### src/hw/rtl/itra_pkg.sv
// ----------------------------------------------------------------------------
// itra_pkg
// Shared constants and the digit-to-character mapping for the radix converter.
// ----------------------------------------------------------------------------
package itra_pkg;

  localparam int unsigned STEP_BITS = 4;

  localparam logic [4:0] RADIX_MIN = 5'd2;
  localparam logic [4:0] RADIX_MAX = 5'd16;

  localparam logic [6:0] ASCII_MINUS = 7'h2D;
  localparam logic [6:0] ASCII_ZERO  = 7'h30;
  localparam logic [6:0] ASCII_LOWER = 7'h61;
  localparam logic [6:0] ASCII_UPPER = 7'h41;

  localparam int unsigned FLAG_UNSIGNED = 0;
  localparam int unsigned FLAG_LOWER    = 1;

  function automatic logic [6:0] digit_char(input logic [3:0] digit, input logic lower);
    logic [6:0] d;
    d = {3'b000, digit};
    if (digit < 4'd10) begin
      digit_char = ASCII_ZERO + d;
    end else if (lower) begin
      digit_char = ASCII_LOWER + d - 7'd10;
    end else begin
      digit_char = ASCII_UPPER + d - 7'd10;
    end
  endfunction

endpackage

### src/hw/rtl/integer_to_radix_ascii_core.sv
// ----------------------------------------------------------------------------
// integer_to_radix_ascii_core
// Converts one integer word to ASCII text in radix 2..16, most significant
// character first, with a last flag on the final character.
// ----------------------------------------------------------------------------
// Usage: one word is taken on num_valid/num_ready, then num_ready stays low
// until its last character has been loaded into the output register. Digits
// come from a shared long-division unit that retires 4 dividend bits per
// cycle, so each digit is one full pass over the dividend. The sign state
// comes next, whether a minus is sent or not, and the digits are then read
// back from the digit store through a read state and an output state per
// character. Only the low NUM_WIDTH bits of num_bits are used.
module integer_to_radix_ascii_core #(
  parameter int unsigned NUM_WIDTH = 32
) (
  input  logic        clk,
  input  logic        rst,
  input  logic        num_valid,
  output logic        num_ready,
  input  logic [31:0] num_bits,
  input  logic [4:0]  radix,
  input  logic [1:0]  format_flags,
  output logic        char_valid,
  input  logic        char_ready,
  output logic [6:0]  char_code,
  output logic        last_char
);

  localparam int unsigned STEPS = (NUM_WIDTH + itra_pkg::STEP_BITS - 1) / itra_pkg::STEP_BITS;
  localparam int unsigned PW    = STEPS * itra_pkg::STEP_BITS;
  localparam int unsigned SW    = (STEPS > 1) ? $clog2(STEPS) : 1;
  localparam int unsigned CW    = $clog2(NUM_WIDTH + 1);
  localparam int unsigned AW    = $clog2(NUM_WIDTH);

  localparam logic [2:0] ST_IDLE = 3'd0;
  localparam logic [2:0] ST_DIV  = 3'd1;
  localparam logic [2:0] ST_SIGN = 3'd2;
  localparam logic [2:0] ST_RD   = 3'd3;
  localparam logic [2:0] ST_OUT  = 3'd4;

  logic [2:0]           state;
  logic [PW-1:0]        quot;
  logic [PW-1:0]        quot_next;
  logic [4:0]           rem;
  logic [4:0]           rem_next;
  logic [4:0]           rad;
  logic                 lower;
  logic                 minus;
  logic [SW-1:0]        step;
  logic [CW-1:0]        count;
  logic [3:0]           rd_digit;
  logic [3:0]           store [NUM_WIDTH];

  logic [63:0]          num_ext;
  logic [NUM_WIDTH-1:0] word;
  logic [NUM_WIDTH-1:0] word_neg;
  logic                 neg;
  logic [4:0]           rad_in;
  logic                 slot_free;
  logic                 char_load;
  logic                 last_step;
  logic [CW-1:0]        count_dec;

  assign num_ext   = {32'd0, num_bits};
  assign word      = num_ext[NUM_WIDTH-1:0];
  assign word_neg  = {NUM_WIDTH{1'b0}} - word;
  assign neg       = !format_flags[itra_pkg::FLAG_UNSIGNED] && word[NUM_WIDTH-1];
  assign rad_in    = (radix < itra_pkg::RADIX_MIN) ? itra_pkg::RADIX_MIN :
                     (radix > itra_pkg::RADIX_MAX) ? itra_pkg::RADIX_MAX : radix;
  assign slot_free = !char_valid || char_ready;
  assign char_load = slot_free && ((state == ST_SIGN && minus) || state == ST_OUT);
  assign last_step = (step == SW'(STEPS - 1));
  assign count_dec = count - CW'(1);
  assign num_ready = (state == ST_IDLE);

  // four restoring long-division steps on the small remainder
  always_comb begin
    quot_next = quot;
    rem_next  = rem;
    for (int i = 0; i < int'(itra_pkg::STEP_BITS); i++) begin
      rem_next  = {rem_next[3:0], quot_next[PW-1]};
      quot_next = {quot_next[PW-2:0], 1'b0};
      if (rem_next >= rad) begin
        rem_next     = rem_next - rad;
        quot_next[0] = 1'b1;
      end
    end
  end

  always_ff @(posedge clk) begin
    if (state == ST_DIV && last_step) begin
      store[count[AW-1:0]] <= rem_next[3:0];
    end
    if (state == ST_RD) begin
      rd_digit <= store[count_dec[AW-1:0]];
    end
  end

  always_ff @(posedge clk) begin
    if (rst) begin
      state      <= ST_IDLE;
      char_valid <= 1'b0;
      count      <= '0;
      step       <= '0;
      minus      <= 1'b0;
    end else begin
      if (char_load) begin
        char_valid <= 1'b1;
      end else if (char_ready) begin
        char_valid <= 1'b0;
      end
      case (state)
        ST_IDLE: begin
          if (num_valid) begin
            quot  <= neg ? PW'(word_neg) : PW'(word);
            minus <= neg;
            rad   <= rad_in;
            lower <= format_flags[itra_pkg::FLAG_LOWER];
            rem   <= '0;
            step  <= '0;
            count <= '0;
            state <= ST_DIV;
          end
        end
        ST_DIV: begin
          if (last_step) begin
            count <= count + CW'(1);
            step  <= '0;
            rem   <= '0;
            quot  <= quot_next;
            if (quot_next == '0) begin
              state <= ST_SIGN;
            end
          end else begin
            step <= step + SW'(1);
            rem  <= rem_next;
            quot <= quot_next;
          end
        end
        ST_SIGN: begin
          if (!minus) begin
            state <= ST_RD;
          end else if (slot_free) begin
            char_code <= itra_pkg::ASCII_MINUS;
            last_char <= 1'b0;
            state     <= ST_RD;
          end
        end
        ST_RD: begin
          state <= ST_OUT;
        end
        ST_OUT: begin
          if (slot_free) begin
            char_code <= itra_pkg::digit_char(rd_digit, lower);
            last_char <= (count == CW'(1));
            count     <= count_dec;
            state     <= (count == CW'(1)) ? ST_IDLE : ST_RD;
          end
        end
        default: begin
          state <= ST_IDLE;
        end
      endcase
    end
  end

endmodule
### config.mk
export PLATFORM = sky130hd
export DESIGN_NAME = integer_to_radix_ascii_core
export DESIGN_NICKNAME = d
export VERILOG_FILES = /design/src/hw/rtl/itra_pkg.sv /design/src/hw/rtl/integer_to_radix_ascii_core.sv
export SDC_FILE = /design/constraint.sdc
export NUM_CORES = 1
export LEC_CHECK = 0
export ABC_AREA = 1
export BUFFER_PORTS_ARGS = -buffer_cell sky130_fd_sc_hd__buf_4
export CORE_UTILIZATION = 60
export DETAILED_ROUTE_END_ITERATION = 16
export PLACE_DENSITY = 0.9
export SYNTH_ARGS = -nofsm -noshare
export SYNTH_HDL_FRONTEND = slang
export SYNTH_SLANG_ARGS = --single-unit
### constraint.sdc
create_clock -name clk -period 6 [get_ports clk]
set_input_delay 1.2 -clock clk [delete_from_list [all_inputs] [get_ports clk]]
set_output_delay 1.2 -clock clk [all_outputs]
set_load 0.05 [all_outputs]
# Word-level counts from Yosys, hierarchy flattened
# Memory sizes are Yosys's and may differ from the RTL's. A register that Yosys moved wholly into a read port is not among the register bits.
# Cells that the tools add are included.
[word_totals]
regBits = 64
latchBits = 0
mem_bits_rw = 128
romBits = 0
input_bits = 43
word_cells = 113
mem_count = 1
[mem_list]
columns = ["name", "words", "word_bits", "read_ports", "rd_clocked_by_memory_dff", "wr", "line", "source"]
rows = [
  ["store", 32, 4, 1, 1, 1, "integer_to_radix_ascii_core.sv:52", "logic [3:0] store [NUM_WIDTH];"],
]
[op_classes]
n_addsub = 13
multipliers = 0
n_div = 0
order_cmp = 7
n_eq_ne = 13
shifts = 0
mux = 44
bitwise = 1
reduce_logical = 22
[op_table]
columns = ["cell", "n"]
rows = [
  ["$mux 32", 2],
  ["$pmux 32 s2", 1],
  ["$mux 7", 5],
  ["$logic_not 32->1", 1],
  ["$sub 1x32->32 const A", 1],
  ["$mux 3", 8],
  ["$mux 4", 6],
  ["$ge 5x5->1", 4],
  ["$mux 6", 3],
  ["$pmux 6 s3", 1],
  ["$sub 4x4->4", 4],
  ["$pmux 3 s5", 1],
  ["$pmux 7 s2", 1],
  ["$sub 7x4->7 const B", 2],
  ["$mux 1", 11],
  ["$ne 2x2->1 const B", 5],
  ["$reduce_and 5->1", 2],
  ["$pmux 4 s2", 1],
  ["$add 6x4->7 const A", 1],
  ["$add 6x5->7 const A", 1],
  ["$add 7x4->7 const A", 1],
  ["$add 6x1->6 const B", 1],
  ["$eq 3x2->1 const B", 2],
  ["$eq 3x3->1 const B", 2],
  ["other kinds (24)", 33],
]

# Longest topological paths before layout
# Gate-level depths: netlist of run 1.
[depth]
ltp_word = 12
depth_mapped = 38
mapped_depth_nobuf = 38

# Worst setup path after synthesis of run 1
# No wires, ideal clock.
[synth_timing]
path_kind = "reg-to-reg"
startpoint = "register rad[1]"
endpoint = "memory store[0][2], data pin"
setup_ns = 0.392
arrival_ns = 4.715
required_ns = 5.608
setup_slack_ns = 0.893
stages_incl_launch_ff = 34
path_buffers = 0
synth_period_minus_slack_ns = 5.107
cell_sequence = "edfxtp_1 inv_1 ha_1 nand2_1 nor2_1 nand2_1 nand3_1 o21ai_0 inv_1 ha_1 nand2_1 inv_1 nand3_1 nand2_1 nor2_4 o21ai_0 inv_1 ha_1 nand2_1 nand3b_1 nand2_1 nor2_2 inv_1 nand2_1 a21boi_0 ha_1 nand2_1 nand2_1 nand2_1 nand2_1 nor2_2 inv_1 nand3_1 nand2_1"
[synth_via]
elab_chain_len = 8
[synth_rtl]
columns = ["element", "line", "source"]
rows = [
  ["from (decl)", "integer_to_radix_ascii_core.sv:46", "logic [4:0] rad;"],
  ["from (signal assigned)", "integer_to_radix_ascii_core.sv:117", "rad <= rad_in;"],
  ["$sub 4x4->4 / $ge 5x5->1 (equally long branches)", "integer_to_radix_ascii_core.sv:84, integer_to_radix_ascii_core.sv:83", ""],
  ["$mux 4", "integer_to_radix_ascii_core.sv:83", "if (rem_next >= rad) begin"],
  ["$sub 4x4->4 / $ge 5x5->1 (equally long branches)", "integer_to_radix_ascii_core.sv:84, integer_to_radix_ascii_core.sv:83", ""],
  ["$mux 4", "integer_to_radix_ascii_core.sv:83", ""],
  ["$ge 5x5->1 / $sub 4x4->4 (equally long branches)", "integer_to_radix_ascii_core.sv:83, integer_to_radix_ascii_core.sv:84", ""],
  ["$mux 4", "integer_to_radix_ascii_core.sv:83", ""],
  ["$sub 4x4->4 / $ge 5x5->1 (equally long branches)", "integer_to_radix_ascii_core.sv:84, integer_to_radix_ascii_core.sv:83", ""],
  ["$mux 4 *", "integer_to_radix_ascii_core.sv:83", ""],
  ["net rem_next[2]", "integer_to_radix_ascii_core.sv:45", "logic [4:0] rem_next;"],
  ["to (decl)", "integer_to_radix_ascii_core.sv:52", ""],
]
# The timed path passes the listed nets; every way through them passes the cells marked *.

# Worst setup path in the final report of run 1
[layout_timing]
startpoint = "register rad[0]"
endpoint = "memory store[22][1], data pin"
# The elaborated chain is that of the path after synthesis.

==> results.md, run 1 <==
- Syn avg cell area: 9.26 um2
- HPWL after DPL: 16.2 mm
- Core outline area: 16700 um2
- Outcome: completed
- TritonRoute pass-1 iters: 6
- Layout fillers: between 1000 and 1500
- Drt total wl: between 20 and 30 mm
- CTS Root Buffer Type: clkbuf_16
- Crit start category: flop
- Nets: 1236
- TritonCTS clock tree: built
- Yosys top cell area share: between 50% and 60%
- Final-report hold violation count: 0
- Reg2reg start: rad[0]
- Routed Antenna Nets: 0
- Met3 WL: around 2.2 mm
- CP max-delay cell: edfxtp_1
- Routability cong.: 0.931
- Synthesized Nets: 1191
- Max stage delay on crit path: 490 ps
- Mapped Area: 10300 um2
- IO Pins: 53
- Die Span Y: 133 um
- WS Path Type: reg -> reg
- Wl on met1: 9.49 mm
- Die area: 17700 um2
- Tmin final: between 5000 and 6000 ps
- Initial DRC Count: 1030
- Unique cell type count in the Yosys netlist: just under 50
- Largest net degree at the start of global routing: slightly above 70
- Diode count: 0
- Critical Path End: store[22][1]
- Max Used Layer: met4
- Most frequent CP cell: nand2_1
- Port Buffers: 52
- WL met2: 12.6 mm
- H-Tree Level Count: 4
- Yosys reg bits: 196
- Critical path arrival: between 5000 and 6000 ps
- Final period util: between 90% and 100%
- Via count: around 8400
- Critical Path Fanout Max: 32
- Asr flop ratio synth: 0%
- F_max: 182 MHz
- Max-Cap Viols: 0
- Number of synthesis warnings: 0
- Post-Route Skew: 15.3 ps
- Unrepaired setup endpoints after global routing: false
- CTS buffer count: 17
- Slew at the pin with the worst max-slew slack: 1140 ps
- Total negative setup slack: 0 ps
- Antenna violations before repair: 0
- Post-synthesis sequential area ratio: a little under three fifths
- Die width: 133 um
- Skew-Pair Late Insertion Delay: 440 ps
- Worst EP required: approximately 6200 ps
- R2r worst-path depth: 36
- Post-synth EDFFs: 182
- Final count of pins violating max slew: 0
- Vias/cell: 6.06
- Layout overhead on the synthesized area: 11.8%
- Drt wl/cell: 18.1 um
- First-pass GRT wire length: 40.0 mm
- Hold WC Path Type: reg -> reg
- Final hold slack: ~470 ps
- Gr usage total: between 20% and 30%
- Final setup violation count: 0
- Num rows: 47
- Top FF cell, synth: edfxtp_1
- Clock Sink Count: roughly 200
- Number of global-route vias before repair: around 8200
- Synth area leader: edfxtp_1
- Clock buffer depth: 2
- Gr ovfl total: 0
- Starting Density: 61.8%
- Commonest cells after routing, fill and taps aside: 232 x nand2_1, 182 x edfxtp_1, 173 x nor2_1, 105 x o21ai_0, 102 x inv_1
- Critical Path Source: rad[0]
- Clk pin slew, worst setup/hold paths: about 80 ps
- Top cells by area, synth: edfxtp_1 53%, nand2_1 8.4%, nor2_1 6.3%, o21ai_0 5.2%, inv_1 3.8%
- RR Endpoint: store[22][1]
- Drt drc: 0
- CP Capture Type: flop
- Flop2flop setup slack: 490 ps
- Share of layout cells above drive strength 1: approximately 11%
- Slew HR: 23.6%
- Cells after synthesis: 1115
- Commonest non-fill, non-tap cell in the layout: nand2_1
## sequential cells by signal, indices dropped and copies added, names as in the netlist, 3 cells and up
register,count
rd_digit,4
count,6
char_code,7
step,3
quot,32
rad,5
store,128
state,3
rem,4
## per-stage QoR
step	setup slack (ps)	util [%]	instances	cell area, um2
final	492	69.1	1393	11500
after detailed placement	306	65.1	1356	10900
after CTS	237	68.8	1388	11500
after floorplan	893	-	1115	10300
after global placement	595	65.1	1356	10900
after global routing	4.83	69.1	1393	11500
## synth_stat cells, types with 7 or more instances
cell type,n
a21oi_1,23
buf_2,16
clkbuf_1,16
dfxtp_1,14
edfxtp_1,182
ha_1,29
inv_1,105
nand2_1,232
nand3_1,66
nand4_1,7
nor2_1,173
nor3_1,16
o211ai_1,12
o21ai_0,107
o21ai_1,9
o221ai_1,21
o22ai_1,9
xor2_1,13
## worst min-delay path by stage
stage,start,end,cells after the start,slack [ps]
floorplan,step[0],step[0],1,430
global placement,step[0],step[0],1,450
detailed placement,step[0],step[0],1,450
CTS,step[0],step[0],1,460
global route,step[0],step[0],1,490
finish,step[0],step[0],1,470
## layer usage
metal | global-route usage [%] | vias to the layer above
met5 | 0 | -
met4 | 13.9 | 0
met3 | 6.16 | 88
met2 | 49.7 | 494
met1 | 35.5 | 3950
li1 | - | 3905
## worst max-delay path, delay by kind of cell (launching register included)
family	cells	cell delay, ps
adder cells (fa/ha/maj)	5	1520
XOR/XNOR	1	170
flip-flops	1	490
buffers and inverters	8	880
AO/OA/AOI/OAI	2	290
AND/OR/NAND/NOR	20	1820
## cell families (layout without fill, tap and decap cells)
group,after synthesis,in the layout,share of synthesized area (%)
and+or+nand+nor,514,514,20.7
buffers and inverters,154,212,6.15
adders and majority gates,33,33,4.29
DFF,196,196,55.6
AOI/OAI and AO/OA,197,197,11.2
xor gates and xnor gates,21,21,2.04
## final cells by class
type | instances | area, um2 | area share, %
Clock buffer | 17 | 425 | 3.69
Clock inverter | 15 | 191 | 1.66
Inverter | 114 | 434 | 3.76
Multi-Input combinational cell | 765 | 3970 | 34.4
Sequential cell | 196 | 5750 | 49.8
Tap cell | 220 | 275 | 2.38
Timing Repair Buffer | 65 | 492 | 4.26
Timing Repair inverter | 1 | 7.51 | 0.0650
## what timing repair did
| action | 4_1_cts | 5_1_grt |
|---|---|---|
| setup endpoints to repair | 0 | 130 |
| buffers inserted | 0 | 4 |
| gates resized for setup | 0 | 10 |
| hold buffers | 0 | 0 |
Power of run 1 is left out: the tool's default activity adds up to more than one toggle a clock period on the data nets, which glitch-free logic cannot reach.
==> run 2: changes to the inputs <==
--- a/config.mk
+++ b/config.mk
@@ -5,11 +5,11 @@
 export SDC_FILE = /design/constraint.sdc
 export NUM_CORES = 1
 export LEC_CHECK = 0
-export ABC_AREA = 1
 export BUFFER_PORTS_ARGS = -buffer_cell sky130_fd_sc_hd__buf_4
 export CORE_UTILIZATION = 60
+export CTS_BUF_LIST = sky130_fd_sc_hd__clkbuf_16
 export DETAILED_ROUTE_END_ITERATION = 16
-export PLACE_DENSITY = 0.9
+export PLACE_DENSITY = 0.91
 export SYNTH_ARGS = -nofsm -noshare
 export SYNTH_HDL_FRONTEND = slang
 export SYNTH_SLANG_ARGS = --single-unit
==> run 2 against run 1 <==
Effect of this change:
- critical path depth fell by 14
- register-to-register slack worse by 240 ps
- routed wire length fell by 14%
- synthesized cell count fell by 35%
- setup slack got worse by 240 ps
- via count fell by 23%
- sequential share of layout area rose by 2.5 points
- die area shrank 5.8%
- largest cell class unchanged
==> results.md, run 2 <==
- Worst Hold Depth: 2 (+1)
- Via count: 6529 (-23%)
- F_max: 174 MHz (-4.2%)
- Die width: 129 um (-2.9%)
- Number of global-route vias before repair: 6330 (-23%)
- Max stage delay on crit path: 410 ps (-80 ps)
- Clock Sink Count: 196 (unchanged)
- Unrepaired setup endpoints after global routing: true
- Syn avg cell area: 13.3 um2 (+44%)
- Simple-Gate Fraction of Synth Area: 10.3% (-10 points)
- Worst EP required: 6160 ps (about the same)
- Gr ovfl total: 0 (unchanged)
- Routed Antenna Nets: 0 (unchanged)
- Yosys reg bits: 196 (unchanged)
- Top cells by area, synth: edfxtp_1 56%, mux4_2 9.3%, ha_1 3.7%, nor2_1 2.9%, dfxtp_1 2.9%
- Post-Route Skew: 9.13 ps (-6.14 ps)
- Clk pin slew, worst setup/hold paths: 70 ps (about the same)
- Critical path arrival: 5910 ps (+250 ps)
- Compound-cell area share of the yosys netlist: 8.78% (-2.4 points)
- Asr flop ratio synth: 0% (unchanged)
- Gr usage total: 27.7% (-1.4 points)
- Final count of pins violating max slew: 0 (unchanged)
- Diode count: 0 (unchanged)
- Yosys top cell area share: 56.2% (+3.3 points)
- Unique cell type count in the Yosys netlist: 59 (+20%)
- IO Pins: 53 (unchanged)
- TritonRoute pass-1 iters: 5 (-1)
- CP Capture Type: flop
- Post-synth EDFFs: 182 (unchanged)
- HPWL after DPL: 14.1 mm (-13%)
- Multi-input gate area: 3790 um2 (-4.6%)
- Lkg Pwr: approximately 3.7 nW
- Largest register FFs: 128 (unchanged)
- Most common cell in the synthesized netlist: edfxtp_1
- Most frequent CP cell: ha_1
- Num rows: 46 (-2.1%)
- Crit start category: flop
- Largest net degree at the start of global routing: 48 (-32%)
- Core outline area: 15800 um2 (-5.2%)
- Pre-CTS setup slack: 82.5 ps (-223 ps)
- Final setup violation count: 0 (unchanged)
- Finished Core Util: 69.5% (+0.36 points)
- Drt drc: 0 (unchanged)
- Xor/xnor share of the synthesized area: 3.86% (+1.8 points)
- Worst setup margin: 248 ps (-244 ps)
- Nets: 863 (-30%)
- Port Buffers: 52 (unchanged)
- Adder-Cell Fraction of Synth Area: 4.56% (+0.27 points)
- Tmin final: 5750 ps (+244 ps)
- Tot Pwr: 7.11 mW
- Antenna violations before repair: 0 (unchanged)
- Post-placement cell count: 982 (-28%)
- Drt total wl: 21.6 mm (-14%)
- Critical Path Fanout Max: 32 (unchanged)
- Number of synthesis warnings: 0 (unchanged)
- Critical-path cell list: ha_1 -> a21oi_2 -> o21ai_1 -> a21boi_2 -> mux2_2 -> ha_1 -> a21oi_1 -> o21ai_1 -> a31oi_2 -> mux2i_2 -> ha_1 -> a21o_1 -> a31oi_1 -> o21ai_1 -> mux2_2 -> inv_1 -> ha_1 -> a21o_1 -> a31oi_1 -> o21a_2 -> mux2_2 -> buf_4
- CTS Root Buffer Type: clkbuf_16
- Final-report hold violation count: 0 (unchanged)
- R2r worst-path depth: 22 (-39%)
- Cells after synthesis: 730 (-35%)
- Die Span Y: 129 um (-2.9%)
- CTS buffer count: 17 (unchanged)
- Layout overhead on the synthesized area: 13.1%
- Initial DRC Count: 812 (-21%)
- Starting Density: 61.4% (-0.43 points)
- Slew at the pin with the worst max-slew slack: 1320 ps (+176 ps)
- Vias/cell: 6.43 (+6.1%)
- Max-Cap Viols: 0 (unchanged)
- Largest family of logic cells by synthesized area: multiplexers
- Top FF cell, synth: edfxtp_1
- Synthesized Nets: 806 (-32%)
- Die area: 16700 um2 (-5.8%)
- Skew-Pair Late Insertion Delay: 440 ps (about the same)
- Power Dens Cells: between 600 and 700 nW/um2
- Commonest cells after routing, fill and taps aside: 182 x edfxtp_1, 75 x nor2_1, 69 x buf_4, 49 x a21oi_1, 47 x nand2_1
- Drt wl/cell: 21.2 um (+18%)
- Hold WC Path Type: reg -> reg
- Share of layout cells above drive strength 1: 22.0% (+11 points)
- Synth top cells by count: 182 x edfxtp_1, 75 x nor2_1, 53 x a21oi_1, 47 x nand2_1, 40 x mux4_2
- Max rail drop VDD: 0.871 mV
- Fin cells: 1016 (-27%)
- Routability cong.: 0.900 (-3.3%)
- Final period util: 95.9% (+4.1 points)
- First-pass GRT wire length: 34.0 mm (-15%)
- Clock buffer depth: 2 (unchanged)
- Outcome: completed
- Post-synthesis sequential area ratio: 59.1% (+3.5 points)
- CP max-delay cell: edfxtp_1
- Mux cell area share after synthesis: 11.0% (+11 points)
- H-Tree Level Count: 4 (unchanged)
- Slew HR: 11.8% (-12 points)
- WS Path Type: reg -> reg
- Reg area: 5750 um2 (unchanged)
- Synth area leader: edfxtp_1
- Mapped Area: 9720 um2 (-5.9%)
- Commonest non-fill, non-tap cell in the layout: edfxtp_1
- Layout fillers: 978 (-17%)
- TritonCTS clock tree: built
run 2: changes by cell type after synthesis, moves of 21 or more:
cell / delta
nand2_1: -185
nand3_1: -50
o221ai_1: -21
nor2_1: -98
a21oi_1: +30
mux4_2: +40
o21ai_0: -84
inv_1: -78
run 2: repair_timing:
action | CTS | global route
pin swaps | 0 | 3
hold buffers | 0 | 0
gates resized for setup | 2 | 5
setup endpoints to repair | 32 | 134
buffers inserted | 0 | 2
run 2: kinds of logic (layout without fill, tap and decap cells):
logic type      count (synthesis)  after routing
mux                            55             55
xor+xnor                       42             42
simple gates                  204            204
buf+inv                        58            128
fa+ha+maj                      33             33
compound gates                142            142
flops                         196            196
run 2: worst max-delay path, delay by kind of cell, from the launching register on:
kind	cells	cell delay, ps
flip-flops	1	410
buffers and inverters	2	280
AO/OA/AOI/OAI	12	2080
adder cells (fa/ha/maj)	4	1370
multiplexers	4	1320
run 2: metal layers:
| metal | global-route usage, % | share of wire, % | vias up | wire length (um) |
|---|---|---|---|---|
| li1 | - | - | 2897 | - |
| met1 | 35.9 | 39 | 3152 | 8370 |
| met2 | 45.9 | 50 | 400 | 10700 |
| met3 | 5.66 | 8.1 | 80 | 1740 |
| met4 | 11.7 | 3.2 | 0 | 695 |
| met5 | 0 | 0 | - | 0 |
run 2: per-stage QoR:
stage / area (um2) / TNS (ps) / hold slack [ps]
finish: 11000 / 0 / 484
global route: 11000 / -2340 / 517
CTS: 11000 / 0 / 484
detailed placement: 10400 / 0 / 476
global placement: 10400 / 0 / 460
floorplan: 9730 / 0 / 452
run 2: power by group:
| group | internal (mW) | switching [mW] |
|---|---|---|
| Sequential | 2.82 | 0.0553 |
| Clock | 0.582 | 0.521 |
| Combinational | 1.01 | 2.12 |
run 2: cell type report:
class / instances / area share, %
Multi-Input combinational cell: 476 / 34.4
Timing Repair Buffer: 69 / 4.71
Clock buffer: 17 / 3.87
Inverter: 27 / 0.922
Clock inverter: 15 / 1.34
Sequential cell: 196 / 52.3
Tap cell: 216 / 2.46
run 2: final timing paths:
path / startpoint / endpoint / slack [ps]
hold reg to reg: step[1] / step[1] / 480
setup reg to reg: rem[1] / store[21][1] / 250
setup / recovery: rem[1] / store[21][1] / 250
hold / removal: step[1] / step[1] / 480
(Power assumes the default switching activity.)
